## config.mk

```make
export PLATFORM = sky130hd
export DESIGN_NAME = windowed_zero_crossing_rate_flat
export DESIGN_NICKNAME = d
export VERILOG_FILES = /design/src/rtl/core/wzcr_pkg.sv /design/src/rtl/core/wzcr_if.sv /design/src/rtl/core/wzcr_ring.sv /design/src/rtl/core/wzcr_div.sv /design/src/rtl/core/windowed_zero_crossing_rate.sv /design/src/flat_wrapper.sv
export SDC_FILE = /design/constraint.sdc
export NUM_CORES = 2
export LEC_CHECK = 0
export ABC_AREA = 1
export BUFFER_PORTS_ARGS = -buffer_cell sky130_fd_sc_hd__buf_2
export CAP_MARGIN = 15
export CORE_MARGIN = 5
export CORE_UTILIZATION = 65
export DETAILED_ROUTE_END_ITERATION = 7
export PLACE_DENSITY_LB_ADDON = 0.12
export SLEW_MARGIN = 40
export SYNTH_ARGS = -nofsm -noshare
export SYNTH_HDL_FRONTEND = slang
export SYNTH_SLANG_ARGS = --single-unit
```

## constraint.sdc

```tcl
create_clock -name clk -period 30.2 [get_ports clk]
set_input_delay 6.04 -clock clk [delete_from_list [all_inputs] [get_ports clk]]
set_output_delay 6.04 -clock clk [all_outputs]
set_load 0.05 [all_outputs]
```

## src/rtl/core/wzcr_pkg.sv

```systemverilog
`timescale 1ns / 1ps

package wzcr_pkg;

	localparam int RATE_W  = 17;
	localparam int FRAC_W  = 16;
	localparam int CFG_W   = 17;
	localparam int LEN_W   = 11;
	localparam int CNT_W   = 32;
	localparam int IDX_W   = 2;

	typedef enum logic [IDX_W-1:0] {
		CFG_WINDOW    = 2'd0,
		CFG_MIN_FILL  = 2'd1,
		CFG_THRESHOLD = 2'd2
	} cfg_idx_t;

	localparam logic [LEN_W-1:0]  WINDOW_RST    = 11'd64;
	localparam logic [LEN_W-1:0]  MIN_FILL_RST  = 11'd8;
	localparam logic [RATE_W-1:0] THRESHOLD_RST = 17'd6554;

	typedef logic [RATE_W-1:0] rate_t;
	typedef logic [CNT_W-1:0]  count_t;

endpackage

```

## src/rtl/core/wzcr_if.sv

```systemverilog
`timescale 1ns / 1ps

interface wzcr_in_if #(
	parameter int SAMPLE_BITS = 16
);
	logic                          valid;
	logic                          ready;
	logic signed [SAMPLE_BITS-1:0] sample;

	modport source (output valid, output sample, input ready);
	modport sink   (input valid, input sample, output ready);
endinterface

interface wzcr_out_if;
	logic                  valid;
	logic                  ready;
	wzcr_pkg::rate_t       rate;
	logic                  rate_ready;
	logic                  change_flag;
	wzcr_pkg::rate_t       previous_rate;
	wzcr_pkg::count_t      change_count;
	wzcr_pkg::count_t      sample_count;

	modport source (output valid, output rate, output rate_ready, output change_flag,
		output previous_rate, output change_count, output sample_count, input ready);
	modport sink   (input valid, input rate, input rate_ready, input change_flag,
		input previous_rate, input change_count, input sample_count, output ready);
endinterface

```

## src/rtl/core/wzcr_ring.sv

```systemverilog
`timescale 1ns / 1ps

module wzcr_ring #(
	parameter int DEPTH = 1024
) (
	input  logic                     clk,
	input  logic                     rd_en,
	input  logic [$clog2(DEPTH)-1:0] rd_addr,
	output logic                     rd_data,
	input  logic                     wr_en,
	input  logic [$clog2(DEPTH)-1:0] wr_addr,
	input  logic                     wr_data
);

	logic mem [DEPTH];

	always_ff @(posedge clk) begin
		if (wr_en) begin
			mem[wr_addr] <= wr_data;
		end
	end

	always_ff @(posedge clk) begin
		if (rd_en) begin
			rd_data <= mem[rd_addr];
		end
	end

endmodule

```

## src/rtl/core/wzcr_div.sv

```systemverilog
`timescale 1ns / 1ps

module wzcr_div #(
	parameter int FILL_W = 11
) (
	input  logic                    clk,
	input  logic                    arst_n,
	input  logic                    start,
	input  logic [FILL_W-1:0]       num,
	input  logic [FILL_W-1:0]       den,
	output logic                    done,
	output wzcr_pkg::rate_t         quot
);

	localparam int STEPS = wzcr_pkg::RATE_W;
	localparam int CNT_W = $clog2(STEPS);

	logic              busy_q;
	logic [CNT_W-1:0]  cnt_q;
	logic [FILL_W:0]   rem_q;
	logic [FILL_W-1:0] den_q;
	wzcr_pkg::rate_t   quot_q;
	logic              done_q;
	logic              take;
	logic [FILL_W:0]   rem_next;

	assign take     = rem_q >= {1'b0, den_q};
	assign rem_next = take ? rem_q - {1'b0, den_q} : rem_q;

	always_ff @(posedge clk or negedge arst_n) begin
		if (!arst_n) begin
			busy_q <= 1'b0;
			done_q <= 1'b0;
			cnt_q  <= '0;
		end else begin
			done_q <= 1'b0;
			if (start) begin
				busy_q <= 1'b1;
				cnt_q  <= '0;
			end else if (busy_q) begin
				cnt_q <= cnt_q + 1'b1;
				if (cnt_q == CNT_W'(STEPS - 1)) begin
					busy_q <= 1'b0;
					done_q <= 1'b1;
				end
			end
		end
	end

	always_ff @(posedge clk) begin
		if (start) begin
			rem_q <= {1'b0, num};
			den_q <= den;
		end else if (busy_q) begin
			rem_q  <= {rem_next[FILL_W-1:0], 1'b0};
			quot_q <= {quot_q[STEPS-2:0], take};
		end
	end

	assign done = done_q;
	assign quot = quot_q;

endmodule

```

## src/rtl/core/windowed_zero_crossing_rate.sv

```systemverilog
`timescale 1ns / 1ps
// Channel   Role    Payload
// in_ch     sink    sample
// out_ch    source  rate, rate_ready, change_flag, previous_rate, change_count, sample_count
// cfg_*     write   cfg_index, cfg_data (no read-back)
//
// A transaction runs from accept to next accept through the accept state, one ring
// update, the divider (17 shift-subtract steps, then done) and one post state.
// Before min_fill is reached the divider is skipped.
// Reset is asynchronous; the ring needs no clearing pass, the fill level masks stale bits.
// A stalled out_ch holds the output register; the next transaction is taken, then
// waits in its post cycle with in_ch.ready low until the output register frees.

module windowed_zero_crossing_rate #(
	parameter int WINDOW_MAX  = 1024,
	parameter int SAMPLE_BITS = 16
) (
	input  logic                                   clk,
	input  logic                                   arst_n,
	input  logic                                   cfg_we,
	input  logic [wzcr_pkg::IDX_W-1:0]             cfg_index,
	input  logic [wzcr_pkg::CFG_W-1:0]             cfg_data,
	wzcr_in_if.sink                                in_ch,
	wzcr_out_if.source                             out_ch
);

	localparam int HEAD_W = $clog2(WINDOW_MAX);
	localparam int FILL_W = $clog2(WINDOW_MAX + 1);

	typedef enum logic [1:0] {S_IDLE, S_UPD, S_DIV, S_FIN} state_t;

	state_t                           state_q;
	logic [wzcr_pkg::LEN_W-1:0]       window_q;
	logic [wzcr_pkg::LEN_W-1:0]       min_fill_q;
	wzcr_pkg::rate_t                  thresh_q;
	logic [HEAD_W-1:0]                head_q;
	logic [FILL_W-1:0]                fill_q;
	logic [FILL_W-1:0]                total_q;
	logic                             last_neg_q;
	logic                             seen_q;
	logic                             bit_q;
	logic                             ready_q;
	wzcr_pkg::rate_t                  last_rate_q;
	logic                             last_valid_q;
	wzcr_pkg::count_t                 events_q;
	wzcr_pkg::count_t                 samples_q;

	logic                             out_valid_q;
	wzcr_pkg::rate_t                  out_rate_q;
	logic                             out_ready_flag_q;
	logic                             out_change_q;
	wzcr_pkg::rate_t                  out_prev_q;

	logic [FILL_W-1:0]                win_eff;
	logic                             accept;
	logic                             neg;
	logic                             ring_rd;
	logic                             old_bit;
	logic [FILL_W-1:0]                total_n;
	logic [FILL_W-1:0]                fill_n;
	logic [FILL_W-1:0]                head_inc;
	logic                             ready_n;
	logic                             div_start;
	logic                             div_done;
	wzcr_pkg::rate_t                  div_quot;
	wzcr_pkg::rate_t                  rate_fin;
	wzcr_pkg::rate_t                  diff;
	logic                             change_fin;
	logic                             out_free;
	logic                             cfg_clear;

	always_comb begin
		if (window_q == '0) begin
			win_eff = FILL_W'(1);
		end else if (32'(window_q) > 32'(WINDOW_MAX)) begin
			win_eff = FILL_W'(WINDOW_MAX);
		end else begin
			win_eff = FILL_W'(window_q);
		end
	end

	assign in_ch.ready = (state_q == S_IDLE);
	assign accept      = in_ch.valid && in_ch.ready;
	assign neg         = in_ch.sample[SAMPLE_BITS-1];
	assign cfg_clear   = cfg_we && (cfg_index == wzcr_pkg::CFG_WINDOW
		|| cfg_index == wzcr_pkg::CFG_MIN_FILL);

	assign old_bit  = (fill_q == win_eff) ? ring_rd : 1'b0;
	assign total_n  = total_q - FILL_W'(old_bit) + FILL_W'(bit_q);
	assign fill_n   = (fill_q < win_eff) ? fill_q + 1'b1 : fill_q;
	assign head_inc = FILL_W'(head_q) + 1'b1;
	assign ready_n  = 32'(fill_n) >= 32'(min_fill_q);

	assign div_start = (state_q == S_UPD) && ready_n;

	assign rate_fin   = ready_q ? div_quot : '0;
	assign diff       = (rate_fin > last_rate_q) ? rate_fin - last_rate_q
		: last_rate_q - rate_fin;
	assign change_fin = ready_q && last_valid_q && (diff > thresh_q);
	assign out_free   = !out_valid_q || out_ch.ready;

	wzcr_ring #(.DEPTH(WINDOW_MAX)) u_ring (
		.clk     (clk),
		.rd_en   (accept),
		.rd_addr (head_q),
		.rd_data (ring_rd),
		.wr_en   (state_q == S_UPD),
		.wr_addr (head_q),
		.wr_data (bit_q)
	);

	wzcr_div #(.FILL_W(FILL_W)) u_div (
		.clk    (clk),
		.arst_n (arst_n),
		.start  (div_start),
		.num    (total_n),
		.den    (fill_n),
		.done   (div_done),
		.quot   (div_quot)
	);

	always_ff @(posedge clk or negedge arst_n) begin
		if (!arst_n) begin
			state_q          <= S_IDLE;
			window_q         <= wzcr_pkg::WINDOW_RST;
			min_fill_q       <= wzcr_pkg::MIN_FILL_RST;
			thresh_q         <= wzcr_pkg::THRESHOLD_RST;
			head_q           <= '0;
			fill_q           <= '0;
			total_q          <= '0;
			last_neg_q       <= 1'b0;
			seen_q           <= 1'b0;
			bit_q            <= 1'b0;
			ready_q          <= 1'b0;
			last_rate_q      <= '0;
			last_valid_q     <= 1'b0;
			events_q         <= '0;
			samples_q        <= '0;
			out_valid_q      <= 1'b0;
			out_rate_q       <= '0;
			out_ready_flag_q <= 1'b0;
			out_change_q     <= 1'b0;
			out_prev_q       <= '0;
		end else begin
			if (out_valid_q && out_ch.ready && state_q != S_FIN) begin
				out_valid_q <= 1'b0;
			end
			if (cfg_we) begin
				unique case (cfg_index)
					wzcr_pkg::CFG_WINDOW:    window_q   <= cfg_data[wzcr_pkg::LEN_W-1:0];
					wzcr_pkg::CFG_MIN_FILL:  min_fill_q <= cfg_data[wzcr_pkg::LEN_W-1:0];
					wzcr_pkg::CFG_THRESHOLD: thresh_q   <= cfg_data;
					default: ;
				endcase
			end
			if (cfg_clear) begin
				head_q  <= '0;
				fill_q  <= '0;
				total_q <= '0;
			end
			unique case (state_q)
				S_IDLE: begin
					if (accept) begin
						bit_q      <= seen_q && (neg != last_neg_q);
						seen_q     <= 1'b1;
						last_neg_q <= neg;
						state_q    <= S_UPD;
					end
				end
				S_UPD: begin
					total_q <= total_n;
					fill_q  <= fill_n;
					head_q  <= (head_inc >= win_eff) ? '0 : head_inc[HEAD_W-1:0];
					ready_q <= ready_n;
					state_q <= ready_n ? S_DIV : S_FIN;
				end
				S_DIV: begin
					if (div_done) begin
						state_q <= S_FIN;
					end
				end
				S_FIN: begin
					if (out_free) begin
						out_valid_q      <= 1'b1;
						out_rate_q       <= rate_fin;
						out_ready_flag_q <= ready_q;
						out_change_q     <= change_fin;
						out_prev_q       <= last_valid_q ? last_rate_q : '0;
						samples_q        <= samples_q + 1'b1;
						if (change_fin) begin
							events_q <= events_q + 1'b1;
						end
						if (ready_q) begin
							last_rate_q  <= rate_fin;
							last_valid_q <= 1'b1;
						end
						state_q <= S_IDLE;
					end
				end
				default: state_q <= S_IDLE;
			endcase
		end
	end

	assign out_ch.valid         = out_valid_q;
	assign out_ch.rate          = out_rate_q;
	assign out_ch.rate_ready    = out_ready_flag_q;
	assign out_ch.change_flag   = out_change_q;
	assign out_ch.previous_rate = out_prev_q;
	assign out_ch.change_count  = events_q;
	assign out_ch.sample_count  = samples_q;

	a_fill_bound: assert property (@(posedge clk) disable iff (!arst_n)
		fill_q <= win_eff)
		else $error("fill level beyond window");

	a_head_bound: assert property (@(posedge clk) disable iff (!arst_n)
		FILL_W'(head_q) < win_eff)
		else $error("ring head outside window");

	a_total_bound: assert property (@(posedge clk) disable iff (!arst_n)
		total_q <= fill_q)
		else $error("crossing count above fill level");

	a_rate_bound: assert property (@(posedge clk) disable iff (!arst_n)
		out_valid_q |-> (out_rate_q <= wzcr_pkg::rate_t'(1 << wzcr_pkg::FRAC_W)))
		else $error("rate above one");

	a_div_in_div: assert property (@(posedge clk) disable iff (!arst_n)
		div_done |-> (state_q == S_DIV))
		else $error("divider finished outside divide state");

	a_not_ready_zero: assert property (@(posedge clk) disable iff (!arst_n)
		(out_valid_q && !out_ready_flag_q) |-> (out_rate_q == '0 && !out_change_q))
		else $error("rate posted while not ready");

endmodule

```

## src/flat_wrapper.sv

```systemverilog
// flat-port wrapper written by rule: the top's interface ports become plain ports
module windowed_zero_crossing_rate_flat 
#(
	parameter int WINDOW_MAX  = 1024,
	parameter int SAMPLE_BITS = 16
)
  (clk, arst_n, cfg_we, cfg_index, cfg_data, in_ch_valid, in_ch_sample, in_ch_ready, out_ch_valid, out_ch_rate, out_ch_rate_ready, out_ch_change_flag, out_ch_previous_rate, out_ch_change_count, out_ch_sample_count, out_ch_ready);
  wzcr_in_if #(.SAMPLE_BITS(SAMPLE_BITS)) in_ch_i ();
  wzcr_out_if out_ch_i ();
  input  logic clk;
  input  logic arst_n;
  input  logic cfg_we;
  input  logic [wzcr_pkg::IDX_W-1:0] cfg_index;
  input  logic [wzcr_pkg::CFG_W-1:0] cfg_data;
  input wire logic [$bits(in_ch_i.valid)-1:0] in_ch_valid;
  input wire logic [$bits(in_ch_i.sample)-1:0] in_ch_sample;
  output wire logic [$bits(in_ch_i.ready)-1:0] in_ch_ready;
  output wire logic [$bits(out_ch_i.valid)-1:0] out_ch_valid;
  output wire logic [$bits(out_ch_i.rate)-1:0] out_ch_rate;
  output wire logic [$bits(out_ch_i.rate_ready)-1:0] out_ch_rate_ready;
  output wire logic [$bits(out_ch_i.change_flag)-1:0] out_ch_change_flag;
  output wire logic [$bits(out_ch_i.previous_rate)-1:0] out_ch_previous_rate;
  output wire logic [$bits(out_ch_i.change_count)-1:0] out_ch_change_count;
  output wire logic [$bits(out_ch_i.sample_count)-1:0] out_ch_sample_count;
  input wire logic [$bits(out_ch_i.ready)-1:0] out_ch_ready;
  assign in_ch_i.valid = in_ch_valid;
  assign in_ch_i.sample = in_ch_sample;
  assign in_ch_ready = in_ch_i.ready;
  assign out_ch_valid = out_ch_i.valid;
  assign out_ch_rate = out_ch_i.rate;
  assign out_ch_rate_ready = out_ch_i.rate_ready;
  assign out_ch_change_flag = out_ch_i.change_flag;
  assign out_ch_previous_rate = out_ch_i.previous_rate;
  assign out_ch_change_count = out_ch_i.change_count;
  assign out_ch_sample_count = out_ch_i.sample_count;
  assign out_ch_i.ready = out_ch_ready;
  windowed_zero_crossing_rate #(.WINDOW_MAX(WINDOW_MAX), .SAMPLE_BITS(SAMPLE_BITS)) u_core (.clk(clk), .arst_n(arst_n), .cfg_we(cfg_we), .cfg_index(cfg_index), .cfg_data(cfg_data), .in_ch(in_ch_i), .out_ch(out_ch_i));
endmodule
```

==> summary.md <==
| Metric | Value |
|---|---|
| Most frequent cells after synthesis | `nand2_1 (1935), nor2_1 (1707), edfxtp_1 (1064), inv_1 (514), o21ai_0 (373)` |
| Final Instance Area | `67670 µm²` |
| Maximum clock frequency | `0.1255 GHz` |
| Total power | `5.965 mW` |
| Vias | `47780` |
| Setup slack of the most critical reg-to-reg path | `24.13 ns` |
| Top metal layer carrying routed signals | `met4` |
| Total global routing track utilization | `0.3207` |
| Final critical-path required period | `7.971 ns` |
| Remaining antenna violation count after routing | `0` |
| Routed length per placed instance | `20.06 µm` |
| Placed wire-length estimate after detailed placement | `90.96 mm` |
| Number of buffers created by CTS | `135` |
| CP startpoint kind | `input pin` |
| Ratio of total power to cell area | `88.15 nW/µm²` |
| Met2 routed WL | `78.66 mm` |
| Starting DRC count in detailed routing | `6017` |
| Async S/R FF share, synth | `0.1601` |
| Layout net count | `7096` |
| Fraction of power consumed by combinational cells | `0.352` |
| Hold Crit Depth | `0` |
| Syn Nets | `7189` |
| Clock slew at reported path FFs | `0.06 ns` |
| Port buffer count | `126` |
| Diode count | `0` |
| Actual slew at the worst max-slew pin | `0.8866 ns` |
| Met1 routed wirelength after detailed routing | `63.80 mm` |
| Met3 Wirelength | `16.85 mm` |
| Detail-routed via count per cell | `5.756` |
| Mapped Avg Cell Area | `8.833 µm²` |
| Post-DP Area | `63520 µm²` |
| Share of synthesized area occupied by flip-flops and latches | `0.5971` |
| Top flip-flop cell by instance count after synthesis | `edfxtp_1` |
| Synthesis Warnings | `0` |
| Final setup violation count | `0` |
| # Post-CTS Setup Buffers | `0` |
| Final period util | `0.2639` |
| Die area | `101800 µm²` |
| Clock sink count | `1268` |
| CTS Hold Buffers Added | `0` |
| Dpl ws | `21.47 ns` |
| FP Rows | `113` |
| Number of fill cells | `7227` |
| Final Core Density | `0.7133` |
| Start-to-end type of the worst setup path | `input pin to flip-flop` |
| NetSw | `2.287 mW` |
| Fraction of post-synthesis cell area in the top cell type by area | `0.5148` |
| Fin. max-slew vios | `0` |
| Cell depth of the worst flop-to-flop path | `25` |
| Dominant cell by count in the synthesized netlist | `nand2_1` |
| Smallest setup slack after layout | `22.23 ns` |
| Setup Skew | `0.01765 ns` |
| Arrival time of the worst setup path | `8.61 ns` |
| Library cells used by synthesis | `51` |
| Maximum number of pins on one net before global-route repair | `171` |
| Area delta synth->final | `9.025%` |
| Clk_lat worst skew | `0.75 ns` |
| Area inside the core boundary | `94870 µm²` |
| Clock tree from TritonCTS | `done` |
| Count of final hold-check violations | `0` |
| Overall die height | `319.0 µm` |
| First-pass GRT wire length | `254.0 mm` |
| Status | `completed` |
| Aggregate global routing overflow | `0` |
| Fraction of final layout cells with drive strength greater than 1 | `0.07049` |
| Internal power consumption | `3.678 mW` |
| Number of violations of the max-capacitance limit | `0` |
| Relative slew slack | `0.4089` |
| Number of I/O pins | `142` |
| Cell count after placement | `8060` |
| Net switching share of the total power | `0.3834` |
| Setup_tns | `0 ns` |
| Count of TritonRoute iterations in the first routing pass | `7` |
| Worst slack on hold paths | `0.4476 ns` |
| Routed wire length | `166.5 mm` |
| Category of the worst setup path capture point | `flip-flop` |
| VDD IR-drop max | `62.58 µV` |
| Initial Util | `0.6542` |
| Unrepaired setup endpoints after global routing | `no` |
| Data required time of the critical path | `30.84 ns` |
| Combined area of all synthesized cells | `62070 µm²` |
| Global placement routability congestion | `0.8746` |
| CTS H-tree lvls | `4` |
| Area contributors post-synth | `edfxtp_1 (51%), nand2_1 (12%), nor2_1 (10%)` |
| Flip-flop and latch count after synthesis | `1268` |
| Top fanout value on the critical path | `60` |
| Cells after Synth | `7027` |
| Resized cells post-CTS | `0` |
| Initial antenna violation count | `1` |
| Leak Pwr | `27.41 nW` |
| DR DRC count | `0` |
| Clk buf depth | `3` |
| Number of flops mapped to enable cells by yosys | `1064` |
| Vias in the first global route | `44950` |
| Non-filler instance count after layout | `8301` |
| Seq pwr share | `0.387` |
| Class of the tightest hold or removal check | `flip-flop to flip-flop` |
| Area leader, netlist | `edfxtp_1` |
| Clock tree root driver cell | `clkbuf_16` |
| Relative contribution of the clock network to total power | `0.260` |
| Die W | `319.0 µm` |
-- routing by layer --
metal / GRT usage / vias up
li1: - / 22380
met4: 0.1293 / 0
met2: 0.5297 / 2208
met5: 0 / -
met3: 0.05612 / 425
met1: 0.4286 / 22770
-- cell families (layout without fill, tap and decap cells) --
kind of cell | Yosys count | count (layout) | synth area share
AO/OA/AOI/OAI | 602 | 602 | 0.05143
multiplexers | 11 | 11 | 0.001976
XOR/XNOR | 115 | 115 | 0.01623
flip-flops | 1268 | 1268 | 0.5971
buffers and inverters | 961 | 970 | 0.06161
adder cells (fa/ha/maj) | 122 | 122 | 0.02508
AND/OR/NAND/NOR | 3948 | 3948 | 0.2466
-- flip-flops by register name, indices dropped and copies added (netlist names), 12 cells and up --
signal / count
u_core.u_ring.mem: 1024
u_core.out_ch.change_count: 32
u_core.out_ch.sample_count: 32
u_core.last_rate_q: 17
u_core.out_ch.previous_rate: 17
u_core.out_ch.rate: 17
u_core.thresh_q: 17
u_core.u_div.quot: 17
u_core.u_div.rem_q: 12
-- cell usage in the layout, fill, tap and decap left out, types with 10 or more instances in the layout --
master | synthesis | layout
nand2_1 | 1935 | 1899
nor2_1 | 1707 | 1703
edfxtp_1 | 1064 | 1064
inv_1 | 514 | 507
o21ai_0 | 373 | 373
dfrtp_1 | 194 | 191
nand3_1 | 177 | 154
clkbuf_16 | 0 | 141
buf_2 | 116 | 125
ha_1 | 118 | 117
xor2_1 | 92 | 92
a21oi_1 | 78 | 78
o21ai_1 | 74 | 74
nor3_1 | 71 | 66
buf_4 | 9 | 63
clkbuf_1 | 267 | 40
nand2_2 | 0 | 36
clkinv_1 | 5 | 33
nand4_1 | 28 | 28
nand3_2 | 1 | 23
xnor2_1 | 23 | 23
o31ai_1 | 19 | 19
o22ai_1 | 18 | 18
clkinv_2 | 0 | 15
nor4_1 | 14 | 14
o211ai_1 | 11 | 11
mux2_2 | 10 | 10
-- critical path: stages --
cell,delay (ns)
buf_2,0.09
inv_1,0.04
nand2_1,0.08
nand2_2,0.06
buf_4,0.50
nor2_1,0.08
buf_4,0.24
inv_1,0.11
nor3_1,0.05
nand2_1,0.10
buf_4,0.33
clkinv_2,0.47
o21ai_0,0.34
-- power by group through the flow --
stage / sequential (mW) / combinational [mW] / clock (mW)
after global routing: 2.32 / 2.34 / 1.64
after global placement: 2.34 / 2.00 / 0
final: 2.31 / 2.10 / 1.55
after detailed placement: 2.34 / 2.06 / 0
after CTS: 2.31 / 2.08 / 1.57
after floorplan: 2.69 / 1.32 / 0
-- worst paths after layout --
kind	startpoint	end
worst max-delay path	out_ch_ready	u_core.out_ch.change_count[13]
min in group asynchronous	arst_n	u_core.u_div.cnt_q[4]
worst min-delay path	u_core.u_div.quot[11]	u_core.u_div.quot[12]
worst max register to register	u_core.ready_q	u_core.out_ch.change_count[13]
worst min register to register	u_core.u_div.quot[11]	u_core.u_div.quot[12]
max in group asynchronous	arst_n	u_core.out_ch.change_count[11]
-- cell type report --
| class | count | area (µm²) | share of cell area |
|---|---|---|---|
| Clock inverter | 55 | 351.6 | 0.005196 |
| Timing Repair Buffer | 209 | 1479 | 0.02186 |
| Clock buffer | 184 | 3720 | 0.05497 |
| Sequential cell | 1268 | 37070 | 0.5479 |
| Inverter | 522 | 1976 | 0.02920 |
| Multi-Input combinational cell | 4798 | 21490 | 0.3175 |
| Tap cell | 1265 | 1583 | 0.02339 |
No activity file was read; power rests on OpenSTA's default activity.
